File: config.mk
export PLATFORM = sky130hd
export DESIGN_NAME = emergency_light_tick_scheduler_flat
export DESIGN_NICKNAME = d
export VERILOG_FILES = /design/src/rtl/elts_pkg.sv /design/src/rtl/elts_in_if.sv /design/src/rtl/elts_out_if.sv /design/src/rtl/elts_mains.sv /design/src/rtl/elts_calendar.sv /design/src/rtl/emergency_light_tick_scheduler.sv /design/src/flat_wrapper.sv
export SDC_FILE = /design/constraint.sdc
export NUM_CORES = 1
export LEC_CHECK = 0
export BUFFER_PORTS_ARGS = -buffer_cell sky130_fd_sc_hd__buf_2
export CORE_ASPECT_RATIO = 1.1
export CORE_UTILIZATION = 54
export DETAILED_ROUTE_END_ITERATION = 7
export PLACE_DENSITY = 0.84
export SETUP_SLACK_MARGIN = 0.1
export SYNTH_ARGS = -nofsm -noshare
export SYNTH_HDL_FRONTEND = slang
export SYNTH_HIERARCHICAL = 1
export SYNTH_SLANG_ARGS = --single-unit
File: constraint.sdc
create_clock -name i_clk -period 3.4 [get_ports i_clk]
set_input_delay 0 -clock i_clk [delete_from_list [all_inputs] [get_ports i_clk]]
set_output_delay 0 -clock i_clk [all_outputs]
set_load 0.01 [all_outputs]
File: src/rtl/elts_pkg.sv
// shared types and constants for the emergency light tick scheduler
`default_nettype none

package elts_pkg;

    // field widths
    localparam int unsigned SAMPLE_W = 10;
    localparam int unsigned MINUTE_W = 6;
    localparam int unsigned HOUR_W   = 5;
    localparam int unsigned CFG_W    = 10;

    // calendar moduli
    localparam int unsigned TICKS_PER_SECOND       = 10;
    localparam int unsigned SECONDS_PER_MINUTE     = 60;
    localparam int unsigned MINUTES_PER_HOUR       = 60;
    localparam int unsigned HOURS_PER_DAY          = 24;
    localparam int unsigned DAYS_PER_WEEK          = 7;
    localparam int unsigned WEEKS_PER_YEAR         = 52;
    localparam int unsigned SECONDS_PER_EVENT      = 5;
    localparam int unsigned SECONDS_PER_SLOW_CYCLE = 5;

    // reset values
    localparam logic [CFG_W-1:0] FAIL_THR_RESET    = 10'd1023;
    localparam logic [CFG_W-1:0] RESTORE_THR_RESET = 10'd0;
    localparam logic [2:0]       EVENT_CNT_RESET   = 3'd3;

    // configuration register indexes
    typedef logic [0:0] t_cfg_idx;
    localparam t_cfg_idx CFG_FAIL_THRESHOLD    = 1'b0;
    localparam t_cfg_idx CFG_RESTORE_THRESHOLD = 1'b1;

    typedef struct packed {
        logic             we;
        t_cfg_idx         index;
        logic [CFG_W-1:0] data;
    } t_cfg_wr;

    // per-tick calendar status, next value after the tick
    typedef struct packed {
        logic                event_pulse;
        logic                weekly_request;
        logic                yearly_request;
        logic                charger_drive;
        logic [MINUTE_W-1:0] elapsed_minutes;
        logic [HOUR_W-1:0]   elapsed_hours;
    } t_cal_status;

endpackage

`default_nettype wire

File: src/rtl/elts_in_if.sv
// request channel carrying one tick with its mains sample
`default_nettype none

interface elts_in_if;
    logic                          valid;
    logic                          ready;
    logic [elts_pkg::SAMPLE_W-1:0] power_sample;
    logic                          fast_charge_on;
    logic                          clear_calendar;

    modport source (
        output valid, power_sample, fast_charge_on, clear_calendar,
        input  ready
    );

    modport sink (
        input  valid, power_sample, fast_charge_on, clear_calendar,
        output ready
    );
endinterface

`default_nettype wire

File: src/rtl/elts_out_if.sv
// result channel carrying the scheduler status after one tick
`default_nettype none

interface elts_out_if;
    logic                          valid;
    logic                          ready;
    logic                          power_fail;
    logic                          event_pulse;
    logic                          weekly_request;
    logic                          yearly_request;
    logic                          charger_drive;
    logic [elts_pkg::MINUTE_W-1:0] elapsed_minutes;
    logic [elts_pkg::HOUR_W-1:0]   elapsed_hours;

    modport source (
        output valid, power_fail, event_pulse, weekly_request, yearly_request,
               charger_drive, elapsed_minutes, elapsed_hours,
        input  ready
    );

    modport sink (
        input  valid, power_fail, event_pulse, weekly_request, yearly_request,
               charger_drive, elapsed_minutes, elapsed_hours,
        output ready
    );
endinterface

`default_nettype wire

File: src/rtl/elts_mains.sv
// threshold registers and hysteresis power-fail flag
`default_nettype none

module elts_mains (
    input  wire logic                          i_clk,
    input  wire logic                          i_rst_n,
    input  wire elts_pkg::t_cfg_wr             i_cfg,
    input  wire logic                          i_advance,
    input  wire logic [elts_pkg::SAMPLE_W-1:0] i_sample,
    output logic                               o_fail_next
);
    import elts_pkg::*;

    logic [CFG_W-1:0] r_fail_thr;
    logic [CFG_W-1:0] r_restore_thr;
    logic             r_fail_flag;
    logic             n_fail_flag;

    // set above fail threshold, clear below restore threshold
    always_comb begin
        n_fail_flag = r_fail_flag;
        if (!r_fail_flag) begin
            if (i_sample > r_fail_thr) n_fail_flag = 1'b1;
        end else begin
            if (i_sample < r_restore_thr) n_fail_flag = 1'b0;
        end
    end

    assign o_fail_next = n_fail_flag;

    always_ff @(posedge i_clk) begin
        if (!i_rst_n) begin
            r_fail_thr    <= FAIL_THR_RESET;
            r_restore_thr <= RESTORE_THR_RESET;
            r_fail_flag   <= 1'b0;
        end else begin
            if (i_cfg.we) begin
                case (i_cfg.index)
                    CFG_FAIL_THRESHOLD:    r_fail_thr    <= i_cfg.data;
                    CFG_RESTORE_THRESHOLD: r_restore_thr <= i_cfg.data;
                    default: ;
                endcase
            end
            if (i_advance) r_fail_flag <= n_fail_flag;
        end
    end

endmodule

`default_nettype wire

File: src/rtl/elts_calendar.sv
// tick, calendar, event and slow charge counters
`default_nettype none

module elts_calendar (
    input  wire logic          i_clk,
    input  wire logic          i_rst_n,
    input  wire logic          i_advance,
    input  wire logic          i_clear,
    input  wire logic          i_fast,
    output elts_pkg::t_cal_status o_status
);
    import elts_pkg::*;

    logic [3:0]          r_tick;
    logic [5:0]          r_sec;
    logic [MINUTE_W-1:0] r_min;
    logic [HOUR_W-1:0]   r_hour;
    logic [2:0]          r_day;
    logic [5:0]          r_week;
    logic [2:0]          r_event;
    logic [2:0]          r_slow;
    logic                r_drive;

    logic [3:0]          n_tick;
    logic [5:0]          n_sec;
    logic [MINUTE_W-1:0] n_min;
    logic [HOUR_W-1:0]   n_hour;
    logic [2:0]          n_day;
    logic [5:0]          n_week;
    logic [2:0]          n_event;
    logic [2:0]          n_slow;
    logic                n_drive;

    logic [5:0]          b_sec;
    logic [MINUTE_W-1:0] b_min;
    logic [HOUR_W-1:0]   b_hour;
    logic [2:0]          b_day;
    logic [5:0]          b_week;
    logic                w_tick, w_sec, w_min, w_hour, w_day, w_week, w_event, w_slow;

    always_comb begin
        // calendar clear applies before this tick counts
        b_sec  = i_clear ? '0 : r_sec;
        b_min  = i_clear ? '0 : r_min;
        b_hour = i_clear ? '0 : r_hour;
        b_day  = i_clear ? '0 : r_day;
        b_week = i_clear ? '0 : r_week;

        w_tick  = r_tick >= 4'(TICKS_PER_SECOND - 1);
        w_sec   = w_tick && (b_sec  >= 6'(SECONDS_PER_MINUTE - 1));
        w_min   = w_sec  && (b_min  >= MINUTE_W'(MINUTES_PER_HOUR - 1));
        w_hour  = w_min  && (b_hour >= HOUR_W'(HOURS_PER_DAY - 1));
        w_day   = w_hour && (b_day  >= 3'(DAYS_PER_WEEK - 1));
        w_week  = w_day  && (b_week >= 6'(WEEKS_PER_YEAR - 1));
        w_event = w_tick && (r_event >= 3'(SECONDS_PER_EVENT - 1));
        w_slow  = r_slow >= 3'(SECONDS_PER_SLOW_CYCLE - 1);

        n_tick = w_tick ? '0 : r_tick + 4'd1;
        n_sec  = w_tick ? (w_sec  ? '0 : b_sec  + 6'd1) : b_sec;
        n_min  = w_sec  ? (w_min  ? '0 : b_min  + MINUTE_W'(1)) : b_min;
        n_hour = w_min  ? (w_hour ? '0 : b_hour + HOUR_W'(1)) : b_hour;
        n_day  = w_hour ? (w_day  ? '0 : b_day  + 3'd1) : b_day;
        n_week = w_day  ? (w_week ? '0 : b_week + 6'd1) : b_week;
        n_event = w_tick ? (w_event ? '0 : r_event + 3'd1) : r_event;

        // slow charge holds while fast charge is on
        n_slow  = r_slow;
        n_drive = r_drive;
        if (w_tick && !i_fast) begin
            n_slow  = w_slow ? '0 : r_slow + 3'd1;
            n_drive = w_slow;
        end

        o_status.event_pulse     = w_event;
        o_status.weekly_request  = w_day;
        o_status.yearly_request  = w_week;
        o_status.charger_drive   = n_drive;
        o_status.elapsed_minutes = n_min;
        o_status.elapsed_hours   = n_hour;
    end

    always_ff @(posedge i_clk) begin
        if (!i_rst_n) begin
            r_tick  <= '0;
            r_sec   <= '0;
            r_min   <= '0;
            r_hour  <= '0;
            r_day   <= '0;
            r_week  <= '0;
            r_event <= EVENT_CNT_RESET;
            r_slow  <= '0;
            r_drive <= 1'b0;
        end else if (i_advance) begin
            r_tick  <= n_tick;
            r_sec   <= n_sec;
            r_min   <= n_min;
            r_hour  <= n_hour;
            r_day   <= n_day;
            r_week  <= n_week;
            r_event <= n_event;
            r_slow  <= n_slow;
            r_drive <= n_drive;
        end
    end

    // a week wrap lands on midnight
    a_weekly_midnight: assert property (@(posedge i_clk) disable iff (!i_rst_n)
        w_day |-> (n_hour == '0) && (n_min == '0) && (n_sec == '0))
        else $error("weekly request off midnight");

    // the clock held still while no tick advanced
    a_hold_idle: assert property (@(posedge i_clk) disable iff (!i_rst_n)
        $past(i_rst_n) && !$past(i_advance) |-> $stable(r_tick) && $stable(r_event))
        else $error("counters moved without a tick");

endmodule

`default_nettype wire

File: src/rtl/emergency_light_tick_scheduler.sv
// emergency light tick scheduler top level: input stage, mains flag, calendar, result stage
// path: an accepted request is held in the input stage, and the result register loads when
//   the input stage advances, which waits while a stalled result is held
// throughput: one request per cycle while o_rsp is ready, one pass input to result register
// reset (synchronous, active low): both stages empty, counters zero except event count 3,
//   fail threshold 1023, restore threshold 0
`default_nettype none

module emergency_light_tick_scheduler (
    input  wire logic                         i_clk,
    input  wire logic                         i_rst_n,
    input  wire logic                         i_cfg_we,
    input  wire logic                         i_cfg_index,
    input  wire logic [elts_pkg::CFG_W-1:0]   i_cfg_wdata,
    elts_in_if.sink                           i_req,
    elts_out_if.source                        o_rsp
);
    import elts_pkg::*;

    // input stage
    logic                r_in_valid;
    logic [SAMPLE_W-1:0] r_sample;
    logic                r_fast;
    logic                r_clear;

    // result stage
    logic                r_out_valid;
    logic                r_power_fail;
    t_cal_status         r_status;

    logic                advance;
    logic                fail_next;
    t_cal_status         cal_next;
    t_cfg_wr             cfg;

    // the input stage moves on when the result register is empty or being drained
    assign advance     = r_in_valid && (!r_out_valid || o_rsp.ready);
    assign i_req.ready = !r_in_valid || advance;

    assign cfg.we    = i_cfg_we;
    assign cfg.index = t_cfg_idx'(i_cfg_index);
    assign cfg.data  = i_cfg_wdata;

    elts_mains u_mains (
        .i_clk       (i_clk),
        .i_rst_n     (i_rst_n),
        .i_cfg       (cfg),
        .i_advance   (advance),
        .i_sample    (r_sample),
        .o_fail_next (fail_next)
    );

    elts_calendar u_calendar (
        .i_clk     (i_clk),
        .i_rst_n   (i_rst_n),
        .i_advance (advance),
        .i_clear   (r_clear),
        .i_fast    (r_fast),
        .o_status  (cal_next)
    );

    // control state
    always_ff @(posedge i_clk) begin
        if (!i_rst_n) begin
            r_in_valid  <= 1'b0;
            r_out_valid <= 1'b0;
        end else begin
            if (i_req.ready) r_in_valid <= i_req.valid;
            if (advance) begin
                r_out_valid <= 1'b1;
            end else if (o_rsp.ready) begin
                r_out_valid <= 1'b0;
            end
        end
    end

    // payload, no reset
    always_ff @(posedge i_clk) begin
        if (i_req.valid && i_req.ready) begin
            r_sample <= i_req.power_sample;
            r_fast   <= i_req.fast_charge_on;
            r_clear  <= i_req.clear_calendar;
        end
        if (advance) begin
            r_power_fail <= fail_next;
            r_status     <= cal_next;
        end
    end

    assign o_rsp.valid           = r_out_valid;
    assign o_rsp.power_fail      = r_power_fail;
    assign o_rsp.event_pulse     = r_status.event_pulse;
    assign o_rsp.weekly_request  = r_status.weekly_request;
    assign o_rsp.yearly_request  = r_status.yearly_request;
    assign o_rsp.charger_drive   = r_status.charger_drive;
    assign o_rsp.elapsed_minutes = r_status.elapsed_minutes;
    assign o_rsp.elapsed_hours   = r_status.elapsed_hours;

    // a year wrap is always also a week wrap
    a_yearly_weekly: assert property (@(posedge i_clk) disable iff (!i_rst_n)
        r_out_valid && r_status.yearly_request |-> r_status.weekly_request)
        else $error("yearly request without weekly request");

    // backpressure only when the input stage holds a request
    a_ready_full: assert property (@(posedge i_clk) disable iff (!i_rst_n)
        !i_req.ready |-> r_in_valid && r_out_valid && !o_rsp.ready)
        else $error("input stalled with room to advance");

    // reset leaves both stages empty
    a_reset_empty: assert property (@(posedge i_clk)
        !i_rst_n |=> !r_in_valid && !r_out_valid)
        else $error("stage valid after reset");

    // a stalled result is not overwritten
    a_no_overwrite: assert property (@(posedge i_clk) disable iff (!i_rst_n)
        r_out_valid && !o_rsp.ready |-> !advance)
        else $error("result register overwritten while stalled");

endmodule

`default_nettype wire
File: src/flat_wrapper.sv
// flat-port wrapper written by rule: the top's interface ports become plain ports
module emergency_light_tick_scheduler_flat import elts_pkg::*;
  (i_clk, i_rst_n, i_cfg_we, i_cfg_index, i_cfg_wdata, i_req_valid, i_req_power_sample, i_req_fast_charge_on, i_req_clear_calendar, i_req_ready, o_rsp_valid, o_rsp_power_fail, o_rsp_event_pulse, o_rsp_weekly_request, o_rsp_yearly_request, o_rsp_charger_drive, o_rsp_elapsed_minutes, o_rsp_elapsed_hours, o_rsp_ready);
  elts_in_if i_req_i ();
  elts_out_if o_rsp_i ();
  input  wire logic i_clk;
  input  wire logic i_rst_n;
  input  wire logic i_cfg_we;
  input  wire logic i_cfg_index;
  input  wire logic [elts_pkg::CFG_W-1:0] i_cfg_wdata;
  input wire logic [$bits(i_req_i.valid)-1:0] i_req_valid;
  input wire logic [$bits(i_req_i.power_sample)-1:0] i_req_power_sample;
  input wire logic [$bits(i_req_i.fast_charge_on)-1:0] i_req_fast_charge_on;
  input wire logic [$bits(i_req_i.clear_calendar)-1:0] i_req_clear_calendar;
  output wire logic [$bits(i_req_i.ready)-1:0] i_req_ready;
  output wire logic [$bits(o_rsp_i.valid)-1:0] o_rsp_valid;
  output wire logic [$bits(o_rsp_i.power_fail)-1:0] o_rsp_power_fail;
  output wire logic [$bits(o_rsp_i.event_pulse)-1:0] o_rsp_event_pulse;
  output wire logic [$bits(o_rsp_i.weekly_request)-1:0] o_rsp_weekly_request;
  output wire logic [$bits(o_rsp_i.yearly_request)-1:0] o_rsp_yearly_request;
  output wire logic [$bits(o_rsp_i.charger_drive)-1:0] o_rsp_charger_drive;
  output wire logic [$bits(o_rsp_i.elapsed_minutes)-1:0] o_rsp_elapsed_minutes;
  output wire logic [$bits(o_rsp_i.elapsed_hours)-1:0] o_rsp_elapsed_hours;
  input wire logic [$bits(o_rsp_i.ready)-1:0] o_rsp_ready;
  assign i_req_i.valid = i_req_valid;
  assign i_req_i.power_sample = i_req_power_sample;
  assign i_req_i.fast_charge_on = i_req_fast_charge_on;
  assign i_req_i.clear_calendar = i_req_clear_calendar;
  assign i_req_ready = i_req_i.ready;
  assign o_rsp_valid = o_rsp_i.valid;
  assign o_rsp_power_fail = o_rsp_i.power_fail;
  assign o_rsp_event_pulse = o_rsp_i.event_pulse;
  assign o_rsp_weekly_request = o_rsp_i.weekly_request;
  assign o_rsp_yearly_request = o_rsp_i.yearly_request;
  assign o_rsp_charger_drive = o_rsp_i.charger_drive;
  assign o_rsp_elapsed_minutes = o_rsp_i.elapsed_minutes;
  assign o_rsp_elapsed_hours = o_rsp_i.elapsed_hours;
  assign o_rsp_i.ready = o_rsp_ready;
  emergency_light_tick_scheduler u_core (.i_clk(i_clk), .i_rst_n(i_rst_n), .i_cfg_we(i_cfg_we), .i_cfg_index(i_cfg_index), .i_cfg_wdata(i_cfg_wdata), .i_req(i_req_i), .o_rsp(o_rsp_i));
endmodule
==> results of run 1 <==
[worst min-delay path: stages]
cell	delay, ns
sky130_fd_sc_hd__buf_2	0.10
sky130_fd_sc_hd__nor2b_1	0.04
sky130_fd_sc_hd__buf_4	0.20
sky130_fd_sc_hd__o211ai_1	0.16
[what timing repair did]
action,4_1_cts,5_1_grt
hold buffers,26,0
hold endpoints to repair,35,0
setup endpoints to repair,0,0
[layout make-up]
cell class                      count  share of cell area, %
Clock buffer                        9                  2.352
Multi-Input combinational cell    357                  42.84
Sequential cell                    88                  38.77
Clock inverter                      7                 0.9028
Timing Repair Buffer               78                  10.22
Tap cell                          108                  2.566
Inverter                           33                  2.352
[worst paths after layout]
kind / start / to / slack, ns / cells past startpoint
worst min register to register: u_core/u_mains/r_restore_thr[7] / u_core/u_mains/r_restore_thr[7] / 0.47 / 2
worst min-delay path: i_cfg_index / u_core/u_mains/r_fail_thr[3] / 0.18 / 4
worst max register to register: u_core/r_clear / u_core/u_calendar/r_week[2] / 0.64 / 8
worst max-delay path: u_core/r_clear / u_core/u_calendar/r_week[2] / 0.64 / 8
[logic make-up after synthesis]
group / count (synthesis)
fa+ha+maj: 30
compound gates: 123
simple gates: 199
flops: 88
buf+inv: 60
mux: 3
xor+xnor: 2
[flip-flops by register name (all words and copies together) (netlist names), 4 cells and up]
name	count
u_core/o_rsp.elapsed_minutes	6
u_core/u_calendar/r_hour	5
u_core/u_calendar/r_sec	6
u_core/r_sample	10
u_core/u_calendar/r_week	6
u_core/u_calendar/r_min	6
u_core/u_mains/r_fail_thr	10
u_core/u_mains/r_restore_thr	10
u_core/u_calendar/r_tick	4
u_core/o_rsp.elapsed_hours	5
[per-layer routing]
metal,up-vias,part of all wire (%),GRT usage (%),routed length [um]
li1,1925,-,-,-
met1,1898,42,29.47,4364
met2,153,50,42.16,5205
met3,13,6.2,4.480,645
met4,0,1.4,9.524,148
met5,-,0,0,0
[power by group]
group,leakage (nW),switching (W),total (W),internal [W]
combinational,1.28,0.000124,0.000223,0.0000988
clock,0.0854,0.000384,0.000649,0.000265
sequential,0.750,0.0000250,0.00115,0.00112
total,2.12,0.000533,0.00202,0.00149
[through the flow]
| step | hold WS (ns) | cell area (um2) | cells |
|---|---|---|---|
| after floorplan | 0.09887 | 4549 | 505 |
| after global placement | 0.1762 | 4835 | 638 |
| after detailed placement | 0.1783 | 4835 | 638 |
| after CTS | 0.1632 | 5266 | 680 |
| after global routing | 0.1976 | 5266 | 680 |
| final | 0.1800 | 5266 | 680 |
[layout by cell type (no fill, tap or decap), types with 5 or more instances in the layout]
cell / instances
sky130_fd_sc_hd__or3_1: 5
sky130_fd_sc_hd__a31oi_1: 10
sky130_fd_sc_hd__nor2_1: 31
sky130_fd_sc_hd__a21boi_0: 11
sky130_fd_sc_hd__a21oi_1: 30
sky130_fd_sc_hd__dlygate4sd3_1: 26
sky130_fd_sc_hd__nand2_1: 71
sky130_fd_sc_hd__buf_4: 7
sky130_fd_sc_hd__clkbuf_8: 9
sky130_fd_sc_hd__inv_1: 32
sky130_fd_sc_hd__ha_1: 30
sky130_fd_sc_hd__nand3_1: 13
sky130_fd_sc_hd__nor3_1: 12
sky130_fd_sc_hd__nor2b_1: 17
sky130_fd_sc_hd__nand2b_1: 6
sky130_fd_sc_hd__edfxtp_1: 28
sky130_fd_sc_hd__dfxtp_1: 60
sky130_fd_sc_hd__nand4_1: 9
sky130_fd_sc_hd__o21ai_0: 23
sky130_fd_sc_hd__o211ai_1: 14
sky130_fd_sc_hd__buf_2: 45
==> impl_metrics.tcl, run 1 <==
set metrics [dict create \
    timing_max_transition_violations_final 0 \
    synth_compound_gate_area_share_pct 17.88 \
    crit_path_max_fanout 22 \
    tritoncts "done" \
    cp.required_ns 3.65 \
    run_status "complete, no violations" \
    place.port_buffers 45 \
    floorplan.initialDensity_pct 56.58 \
    num-fill-cells 604 \
    fin_util_pct 65.50 \
    post_synth_inst_count 505 \
    number_of_detailed_route_iterations_in_the_first_pass 5 \
    maxCapViolCount 0 \
    overall_via_count_from_detail_route 3989 \
    gpl.final_weighted_congestion 0.9008 \
    netlist.area_leader.share_pct 26.40 \
    cellPowerDensity_nw_per_um2 383.4 \
    grtUsageTotal_pct 24.38 \
    antenna_found_initial 0 \
    synth_top_cells_by_area "sky130_fd_sc_hd__dfxtp_1 26%, sky130_fd_sc_hd__edfxtp_1 18%, sky130_fd_sc_hd__ha_1 8.3%" \
    grt_start_max_net_pins 50 \
    post_cts_resize_count 0 \
    post_route_cells_drive_above_1_share_pct 13.81 \
    mappedNetlistNets 563 \
    synth_commonest_cells "71 x sky130_fd_sc_hd__nand2_1, 60 x sky130_fd_sc_hd__dfxtp_1, 32 x sky130_fd_sc_hd__inv_1, 31 x sky130_fd_sc_hd__nor2_1" \
    dr.first_iter.drc_count 241 \
    critical_path.startpoint_type "flip-flop" \
    synth_edf_count 28 \
    max_slew_margin_pct 53.48 \
    dominant_combinational_cell_family_by_area_after_synthesis "simple AND/OR/NAND/NOR gates" \
    drcViolationCount 0 \
    rsz0062_at_grt "false" \
    setup_total_negative_slack_ns 0 \
    report.power.total_w 0.002019 \
    synth.mux.area_fraction_pct 0.6876 \
    overflow 0 \
    synth_adder_area_share_pct 8.251 \
    worstMarginPinSlew_ns 0.6971 \
    fin_nets 625 \
    post_synth_and_or_nand_nor_area_fraction_pct 22.22 \
    regArea_um2 2042 \
    period_share_pct 81.32 \
    die_y_um 98.27 \
    timing.critical_path.max_delay_family "simple AND/OR/NAND/NOR gates" \
    critPathBufInv 1 \
    syn_area_um2 4549 \
    dp_hpwl_um 6694 \
    rows 34 \
    cpMaxStageDelayCell "sky130_fd_sc_hd__edfxtp_1" \
    detail-route-antenna-nets 0 \
    core_region_area_um2 8040 \
    multiInputGateArea_um2 2256 \
    endpoint_kind "flip-flop" \
    yosysWarnings 6 \
    antennaDiodeCount 0 \
    grt_pass1_wl_um 16480 \
    post-route-worst-setup-slack_ns 0.6352 \
    synth.most_common_cell "sky130_fd_sc_hd__nand2_1" \
    design.die.area_um2 8796 \
    post_synth_xor_area_fraction_pct 0.3850 \
    layout_area_growth_over_synthesis_pct 15.76 \
    io-pin-count 46 \
    detail_route.wl_per_cell_um 15.24 \
    postSynthAreaPerCell_um2 9.009 \
    synthDominantAreaCellType "sky130_fd_sc_hd__dfxtp_1" \
    period_minus_slack_ns 2.765 \
    worst_ir_drop_vdd_mv 0.1640 \
    total_leakage_power_nw 2.116 \
    synth.ff_latch_count 88 \
    postSynth.asyncResetShare_pct 0 \
    wirelength_um 10360 \
    worst_path_clk_slew_ns 0.09 \
    clock_tree.root_cell "sky130_fd_sc_hd__clkbuf_8" \
    floorplan.die.width_um 89.52 \
    htreeDepth 3 \
    fin_skew_ns 0.007859 \
    synth-seq-area-share_pct 44.88 \
    route.detailed.vias_per_inst 5.866 \
    first_global_vias 3777 \
    pre_cts_ws_ns 0.7011 \
    ys_types 64 \
    crit_arrival_ns 3.01 \
    most_numerous_cell_on_the_critical_path "sky130_fd_sc_hd__nor2b_1" \
    hold_violations 0 \
    timing.critical_path.cells "nor2b_1 -> ha_1 -> a21oi_1 -> nor2b_1 -> nand3_1 -> inv_1 -> a211oi_1 -> or3_1" \
    hp-class "primary input to flip-flop" \
    achievable-frequency_ghz 0.3617 \
    synth-main-ff-cell "sky130_fd_sc_hd__dfxtp_1" \
    clk-insertion-delay-late_ns 0.36 \
    cts_buffers 9 \
    clock_tree_sinks 88 \
    criticalPathCategory "flip-flop to flip-flop" \
    cts_setup_buffers 0 \
    clock_tree.buffer_depth 2 \
    setup-violations-final 0 \
    critical_path.max_stage_delay_ns 0.69 \
]
(Power assumes the default switching activity.)
==> inputs of run 2 (changes only) <==
--- a/config.mk
+++ b/config.mk
@@ -5,11 +5,12 @@
 export SDC_FILE = /design/constraint.sdc
 export NUM_CORES = 1
 export LEC_CHECK = 0
+export ABC_AREA = 1
 export BUFFER_PORTS_ARGS = -buffer_cell sky130_fd_sc_hd__buf_2
 export CORE_ASPECT_RATIO = 1.1
-export CORE_UTILIZATION = 54
+export CORE_UTILIZATION = 53
 export DETAILED_ROUTE_END_ITERATION = 7
-export PLACE_DENSITY = 0.84
+export PLACE_DENSITY = 0.86
 export SETUP_SLACK_MARGIN = 0.1
 export SYNTH_ARGS = -nofsm -noshare
 export SYNTH_HDL_FRONTEND = slang
==> constraint.sdc (replaced) <==
create_clock -name i_clk -period 2.3 [get_ports i_clk]
set_input_delay 0 -clock i_clk [delete_from_list [all_inputs] [get_ports i_clk]]
set_output_delay 0 -clock i_clk [all_outputs]
set_load 0.01 [all_outputs]
==> run 2 against run 1 <==
Largest cell class unchanged. Design area rose by 6.8%. Combinational power is 76% higher. Critical path type unchanged. Utilization rose by 1.0 points.
==> impl_metrics.tcl, run 2 <==
set metrics [dict create \
    crit-reg2reg-launch "u_core/r_clear" \
    synth_compound_gate_area_share_pct 14.11 \
    synth.ff_latch_count 88 \
    die_y_um 100.2 \
    rows 35 \
    reg.largest.list "u_core/r_sample: 10 flops, u_core/u_mains/r_fail_thr: 10 flops, u_core/u_mains/r_restore_thr: 10 flops" \
    r2r_end "u_core/u_calendar/r_week[4]" \
    power.clock.fraction_pct 34.3 \
    antenna_found_initial 0 \
    first_global_vias 3899 \
    post_synth_and_or_nand_nor_area_fraction_pct 20.76 \
    synth-seq-area-share_pct 43.95 \
    total_leakage_power_nw 2.569 \
    antennaDiodeCount 0 \
    detail-route-antenna-nets 0 \
    post_route_cells_drive_above_1_share_pct 19.23 \
    cp.required_ns 2.58 \
    gpl.final_weighted_congestion 0.8848 \
    hp-class "primary input to flip-flop" \
    postSynthAreaPerCell_um2 7.982 \
    synth-main-ff-cell "sky130_fd_sc_hd__dfxtp_1" \
    dominant_combinational_cell_family_by_area_after_synthesis "simple AND/OR/NAND/NOR gates" \
    dp_hpwl_um 6565 \
    clock_tree_sinks 88 \
    power.internal_w 0.002395 \
    timing_max_transition_violations_final 0 \
    setup_total_negative_slack_ns 0 \
    dr.first_iter.drc_count 296 \
    power.switching_w 0.0007929 \
    power.share.switching_pct 24.88 \
    worst_ir_drop_vdd_mv 0.3588 \
    clock_tree.buffer_depth 2 \
    period_share_pct 98.05 \
    synth.mux.area_fraction_pct 0 \
    maxCapViolCount 0 \
    worstRegToRegCells 14 \
    run_status "complete, no violations" \
    detail_route.wl_per_cell_um 13.82 \
    reg2reg_slack_ns 0.04 \
    synthDominantAreaCellType "sky130_fd_sc_hd__dfxtp_1" \
    htreeDepth 3 \
    syn_area_um2 4646 \
    grt_pass1_wl_um 17000 \
    floorplan.die.width_um 91.27 \
    criticalPathCategory "flip-flop to flip-flop" \
    setup-violations-final 0 \
    max_slew_margin_pct 30.70 \
    seq_power_share_pct 53.4 \
    postSynth.asyncResetShare_pct 0 \
    worstMarginPinSlew_ns 1.038 \
    layout_area_growth_over_synthesis_pct 21.06 \
    layout_commonest_cell "sky130_fd_sc_hd__nand2_1" \
    place.port_buffers 45 \
    design.die.area_um2 9144 \
    rsz0062_at_grt "true" \
    wirelength_um 10810 \
    fin_nets 724 \
    grt_start_max_net_pins 41 \
    crit_arrival_ns 2.54 \
    synth.most_common_cell "sky130_fd_sc_hd__nand2_1" \
    tritoncts "done" \
    worst_path_clk_slew_ns 0.09 \
    cellPowerDensity_nw_per_um2 566.8 \
    yosysWarnings 6 \
    synth_top_cells_by_area "sky130_fd_sc_hd__dfxtp_1 26%, sky130_fd_sc_hd__edfxtp_1 18%, sky130_fd_sc_hd__nand2_1 9.8%" \
    floorplan.initialDensity_pct 54.97 \
    number_of_detailed_route_iterations_in_the_first_pass 5 \
    endpoint_kind "flip-flop" \
    post_synth_inst_count 582 \
    period_minus_slack_ns 2.255 \
    clock_tree.root_cell "sky130_fd_sc_hd__clkbuf_8" \
    overflow 0 \
    ys_types 35 \
    io-pin-count 46 \
    clk-insertion-delay-late_ns 0.36 \
    endpoint_of_the_worst_setup_timing_path "u_core/u_calendar/r_week[4]" \
    critPathLaunch "u_core/r_clear" \
    post_synth_xor_area_fraction_pct 1.508 \
    overall_via_count_from_detail_route 4201 \
    fin_skew_ns 0.01278 \
    core_region_area_um2 8452 \
    num-fill-cells 610 \
    hold_violations 0 \
    grtUsageTotal_pct 23.38 \
    route.detailed.vias_per_inst 5.372 \
    fin_util_pct 66.54 \
    final_cell_mix "119 x sky130_fd_sc_hd__nand2_1, 103 x sky130_fd_sc_hd__inv_1, 60 x sky130_fd_sc_hd__dfxtp_1" \
    crit_path_max_fanout 7 \
    netlist.area_leader.share_pct 25.86 \
    synth_commonest_cells "121 x sky130_fd_sc_hd__nand2_1, 105 x sky130_fd_sc_hd__inv_1, 60 x sky130_fd_sc_hd__dfxtp_1, 46 x sky130_fd_sc_hd__a21oi_1, 33 x sky130_fd_sc_hd__nor2_1" \
    critical_path.startpoint_type "flip-flop" \
    mappedNetlistNets 640 \
    achievable-frequency_ghz 0.4434 \
    synth_adder_area_share_pct 8.080 \
    cts_buffers 9 \
    synth_edf_count 28 \
    report.power.total_w 0.003188 \
    power_frac_comb_pct 12.3 \
    drcViolationCount 0 \
]
[run 2: cell count changes in the layout (fill, tap and decap cells not counted), moves of 8 or more]
cell / previous run / this run
sky130_fd_sc_hd__a21boi_0: 11 / 0
sky130_fd_sc_hd__a21oi_1: 30 / 45
sky130_fd_sc_hd__a31oi_1: 10 / 0
sky130_fd_sc_hd__buf_4: 7 / 16
sky130_fd_sc_hd__inv_1: 32 / 103
sky130_fd_sc_hd__nand2_1: 71 / 119
sky130_fd_sc_hd__nand2_2: 1 / 9
sky130_fd_sc_hd__nand3_1: 13 / 24
sky130_fd_sc_hd__nor2_4: 0 / 12
sky130_fd_sc_hd__nor2b_1: 17 / 0
sky130_fd_sc_hd__nor3_1: 12 / 3
sky130_fd_sc_hd__o21ai_1: 0 / 14
[run 2: through the flow]
stage	area [um2]	setup slack, ns	instances	hold WS (ns)
6_report	5624	0.04482	782	0.01422
5_1_grt	5624	-0.05917	782	0.01868
4_1_cts	5441	0.1263	771	0.0005649
3_5_place_dp	4949	0.01859	725	0.1781
3_3_place_gp	4949	0.1401	725	0.1764
2_1_floorplan	4649	0.2251	582	0.08470
[run 2: logic make-up after synthesis]
family / count (synthesis)
DFF: 88
buffers and inverters: 130
and+or+nand+nor: 212
adders and majority gates: 30
xor gates and xnor gates: 8
AOI/OAI and AO/OA: 114
[run 2: worst min-delay path by stage]
stage,start,end,cells after the start
5_1_grt,i_cfg_index,u_core/u_mains/r_fail_thr[0],3
3_5_place_dp,i_req_power_sample[1],u_core/r_sample[1],1
6_report,i_cfg_index,u_core/u_mains/r_fail_thr[0],3
3_3_place_gp,i_req_power_sample[5],u_core/r_sample[5],1
4_1_cts,i_cfg_index,u_core/u_mains/r_fail_thr[0],3
2_1_floorplan,i_rst_n,u_core/u_calendar/r_event[1],1
[run 2: repair_timing]
item | CTS | global route
setup endpoints to repair | 10 | 26
pin swaps | 0 | 16
gates resized for setup | 0 | 29
endpoints found under the hold margin | 34 | 0
setup buffers | 3 | 10
hold buffers | 27 | 0
cloned | 0 | 1
[run 2: worst max-delay path, stage by stage, from the launching register on]
cell                       delay (ns)
sky130_fd_sc_hd__edfxtp_1        0.44
sky130_fd_sc_hd__buf_6           0.19
sky130_fd_sc_hd__nor2_4          0.15
sky130_fd_sc_hd__ha_4            0.16
sky130_fd_sc_hd__inv_2           0.04
sky130_fd_sc_hd__nand2_2         0.05
sky130_fd_sc_hd__nand2_2         0.06
sky130_fd_sc_hd__nor2_4          0.15
sky130_fd_sc_hd__nand3_4         0.12
sky130_fd_sc_hd__nor2_4          0.27
sky130_fd_sc_hd__buf_6           0.14
sky130_fd_sc_hd__nand4_1         0.08
sky130_fd_sc_hd__nand2_1         0.11
sky130_fd_sc_hd__nand2_1         0.07
sky130_fd_sc_hd__a21oi_2         0.14
[run 2: per-layer routing]
layer	wire length [um]	up-vias	part of all wire (%)	GRT usage, %
li1	-	2044	-	-
met1	4388	1959	41	26.53
met2	5518	162	51	42.83
met3	583	36	5.4	4.167
met4	316	0	2.9	10.74
met5	0	-	0	0
[run 2: power by group through the flow]
stage                     clock network, W  registers [W]  logic [W]
final                              0.00109        0.00170   0.000393
after global routing               0.00118        0.00171   0.000435
after CTS                          0.00110        0.00170   0.000371
after detailed placement                 0        0.00174   0.000325
after global placement                   0        0.00174   0.000309
after floorplan                          0        0.00173   0.000226
[run 2: area by class of cell]
class	instances	area (um2)	area share (%)
clock buffer	13	160.2	2.848
multi-input combinational	364	2165	38.49
sequential	88	2042	36.31
timing repair buffer	93	665.6	11.84
inverter	110	412.9	7.341
clock inverter	3	40.04	0.7119
tap	111	138.9	2.469
==> inputs of run 3 (changes only) <==
--- a/config.mk
+++ b/config.mk
@@ -7,7 +7,8 @@
 export LEC_CHECK = 0
 export ABC_AREA = 1
 export BUFFER_PORTS_ARGS = -buffer_cell sky130_fd_sc_hd__buf_2
-export CORE_ASPECT_RATIO = 1.1
+export CAP_MARGIN = 10
+export CORE_ASPECT_RATIO = 0.5
 export CORE_UTILIZATION = 53
 export DETAILED_ROUTE_END_ITERATION = 7
 export PLACE_DENSITY = 0.86
@@ -16,3 +17,4 @@
 export SYNTH_HDL_FRONTEND = slang
 export SYNTH_HIERARCHICAL = 1
 export SYNTH_SLANG_ARGS = --single-unit
+export TNS_END_PERCENT = 10
==> run 3 against run 2 <==
Sequential share of layout area decreased by 0.81 points. Final cell count grew 0.38%. Hold slack improved by 0.090 ns. Critical endpoint is now u_core/u_calendar/r_day[2]. Largest cell class unchanged.
==> impl_metrics.tcl, run 3 (synthesis results as in run 2) <==
set metrics [dict create \
    period_share_pct 99.20 \
    max_slew_margin_pct 63.66 \
    r2r_end "u_core/u_calendar/r_day[2]" \
    cpMaxStageDelayCell "sky130_fd_sc_hd__edfxtp_1" \
    fin_skew_ns 0.005491 \
    first_global_vias 3811 \
    worst_path_clk_slew_ns 0.06 \
    criticalPathCategory "flip-flop to flip-flop" \
    hp-class "primary input to flip-flop" \
    gpl.final_weighted_congestion 0.8307 \
    worstRegToRegCells 14 \
    crit_arrival_ns 2.56 \
    clock_tree.buffer_depth 2 \
    route.detailed.vias_per_inst 5.383 \
    floorplan.initialDensity_pct 56.25 \
    final_cell_mix "118 x sky130_fd_sc_hd__nand2_1, 102 x sky130_fd_sc_hd__inv_1, 60 x sky130_fd_sc_hd__dfxtp_1" \
    clk-insertion-delay-late_ns 0.35 \
    hp-start "i_cfg_index" \
    reg2reg_slack_ns 0.02 \
    timing.critical_path.max_delay_family "simple AND/OR/NAND/NOR gates" \
    rows 23 \
    grt_pass1_wl_um 16780 \
    run_status "complete, no violations" \
    maxCapViolCount 0 \
    hold_end "u_core/u_mains/r_fail_thr[4]" \
    endpoint_kind "flip-flop" \
    number_of_detailed_route_iterations_in_the_first_pass 5 \
    hold_violations 0 \
    period_minus_slack_ns 2.282 \
    layout_area_growth_over_synthesis_pct 23.84 \
    timing_max_transition_violations_final 0 \
    cellPowerDensity_nw_per_um2 624.9 \
    wirelength_um 11510 \
    design.die.area_um2 9166 \
    timing.critical_path.cells "buf_6 -> nor2_4 -> ha_2 -> inv_2 -> nand2_2 -> nand2_2 -> nor2_4 -> nand3_4 -> nor2_4 -> buf_6 -> nand3_2 -> o21ai_1 -> nand2_1 -> a21oi_2" \
    worst_ir_drop_vdd_mv 0.4351 \
    clock_tree_sinks 88 \
    worst_hold_slack_ns 0.1044 \
    reg.largest.list "u_core/r_sample: 10 flops, u_core/u_mains/r_fail_thr: 10 flops, u_core/u_mains/r_restore_thr: 10 flops" \
    die_y_um 68.20 \
    critical_path.max_stage_delay_ns 0.47 \
    layout.cells.non_filler 785 \
    crit_path_max_fanout 6 \
    rsz0062_at_grt "true" \
    critPathBufInv 3 \
    fin_nets 726 \
    dp_hpwl_um 6589 \
    core_region_area_um2 8259 \
    place.port_buffers 45 \
    depth_of_the_critical_timing_path_with_buffers_and_inverters_included 14 \
    layout_commonest_cell "sky130_fd_sc_hd__nand2_1" \
    io-pin-count 46 \
    cts_buffers 9 \
    htreeDepth 3 \
    antenna_found_initial 0 \
    achievable-frequency_ghz 0.4383 \
    cp.required_ns 2.58 \
    overflow 0 \
    setup-violations-final 0 \
    post_route_cells_drive_above_1_share_pct 19.91 \
    antennaDiodeCount 0 \
    setup_total_negative_slack_ns 0 \
    total_leakage_power_nw 2.621 \
    drcViolationCount 0 \
    dr.first_iter.drc_count 385 \
    hold_depth 3 \
    detail-route-antenna-nets 0 \
    floorplan.die.width_um 134.4 \
    grtUsageTotal_pct 24.08 \
    overall_via_count_from_detail_route 4226 \
    worstMarginPinSlew_ns 0.5431 \
    most_numerous_cell_on_the_critical_path "sky130_fd_sc_hd__nor2_4" \
    grt_start_max_net_pins 41 \
    critical_path.startpoint_type "flip-flop" \
    tritoncts "done" \
    detail_route.wl_per_cell_um 14.66 \
    clock_tree.root_cell "sky130_fd_sc_hd__clkbuf_16" \
    crit-reg2reg-launch "u_core/r_clear" \
    num-fill-cells 557 \
    cell_count_after_placement 727 \
]
[run 3: per-layer routing]
| metal | GRT usage [%] | part of all wire, % | vias up |
|---|---|---|---|
| met5 | 0 | 0 | - |
| met4 | 10.96 | 3.9 | 0 |
| met3 | 6.889 | 7.6 | 56 |
| met2 | 44.30 | 48 | 215 |
| met1 | 26.71 | 40 | 1918 |
| li1 | - | - | 2037 |
[run 3: worst max-delay path by stage]
stage,to,start
finish,u_core/u_calendar/r_day[2],u_core/r_clear
global route,u_core/u_calendar/r_day[2],u_core/r_clear
CTS,u_core/u_calendar/r_day[2],u_core/r_clear
detailed placement,u_core/u_calendar/r_week[0],u_core/r_clear
global placement,u_core/u_calendar/r_week[0],u_core/r_clear
floorplan,u_core/u_calendar/r_event[0],u_core/o_rsp.valid
[run 3: area by class of cell]
class | instances | area [um2] | area share (%)
multi-input cells | 364 | 2161 | 37.56
flip-flops and latches | 88 | 2042 | 35.49
repair buffers | 95 | 679.4 | 11.81
inverters | 110 | 419.2 | 7.286
clock buffers | 13 | 292.8 | 5.089
well taps | 112 | 140.1 | 2.436
clock inverters | 3 | 18.77 | 0.3262
[run 3: metrics by stage]
step                total power (W)  instance area, um2  utilization [%]  setup WS [ns]
finish                     0.003595                5753            69.66        0.01829
global route               0.003717                5753            69.66       -0.06375
CTS                        0.003560                5568            67.41         0.1024
detailed placement         0.002062                4957            60.02         0.1480
global placement           0.002047                4957            60.02         0.2471
floorplan                  0.001960                4649                -         0.2251
[run 3: where the power goes]
part           internal (W)  switching (W)  total [W]  leakage (nW)
sequential          0.00167      0.0000331    0.00171         0.767
combinational      0.000164       0.000239   0.000403          1.70
clock              0.000892       0.000594    0.00149         0.152
total               0.00273       0.000866    0.00360          2.62
[run 3: what timing repair did]
action,in CTS,in global routing
endpoints found under the hold margin,34,0
setup endpoints to repair,7,16
hold buffers,28,0
cloned,0,1
resized for setup,4,26
buffers inserted,1,12
pin swaps,1,14
[run 3: worst min-delay path, cell delays in order]
cell and delay [ns]:
sky130_fd_sc_hd__buf_2 0.14, sky130_fd_sc_hd__nor2_4 0.11, sky130_fd_sc_hd__o211ai_1 0.16
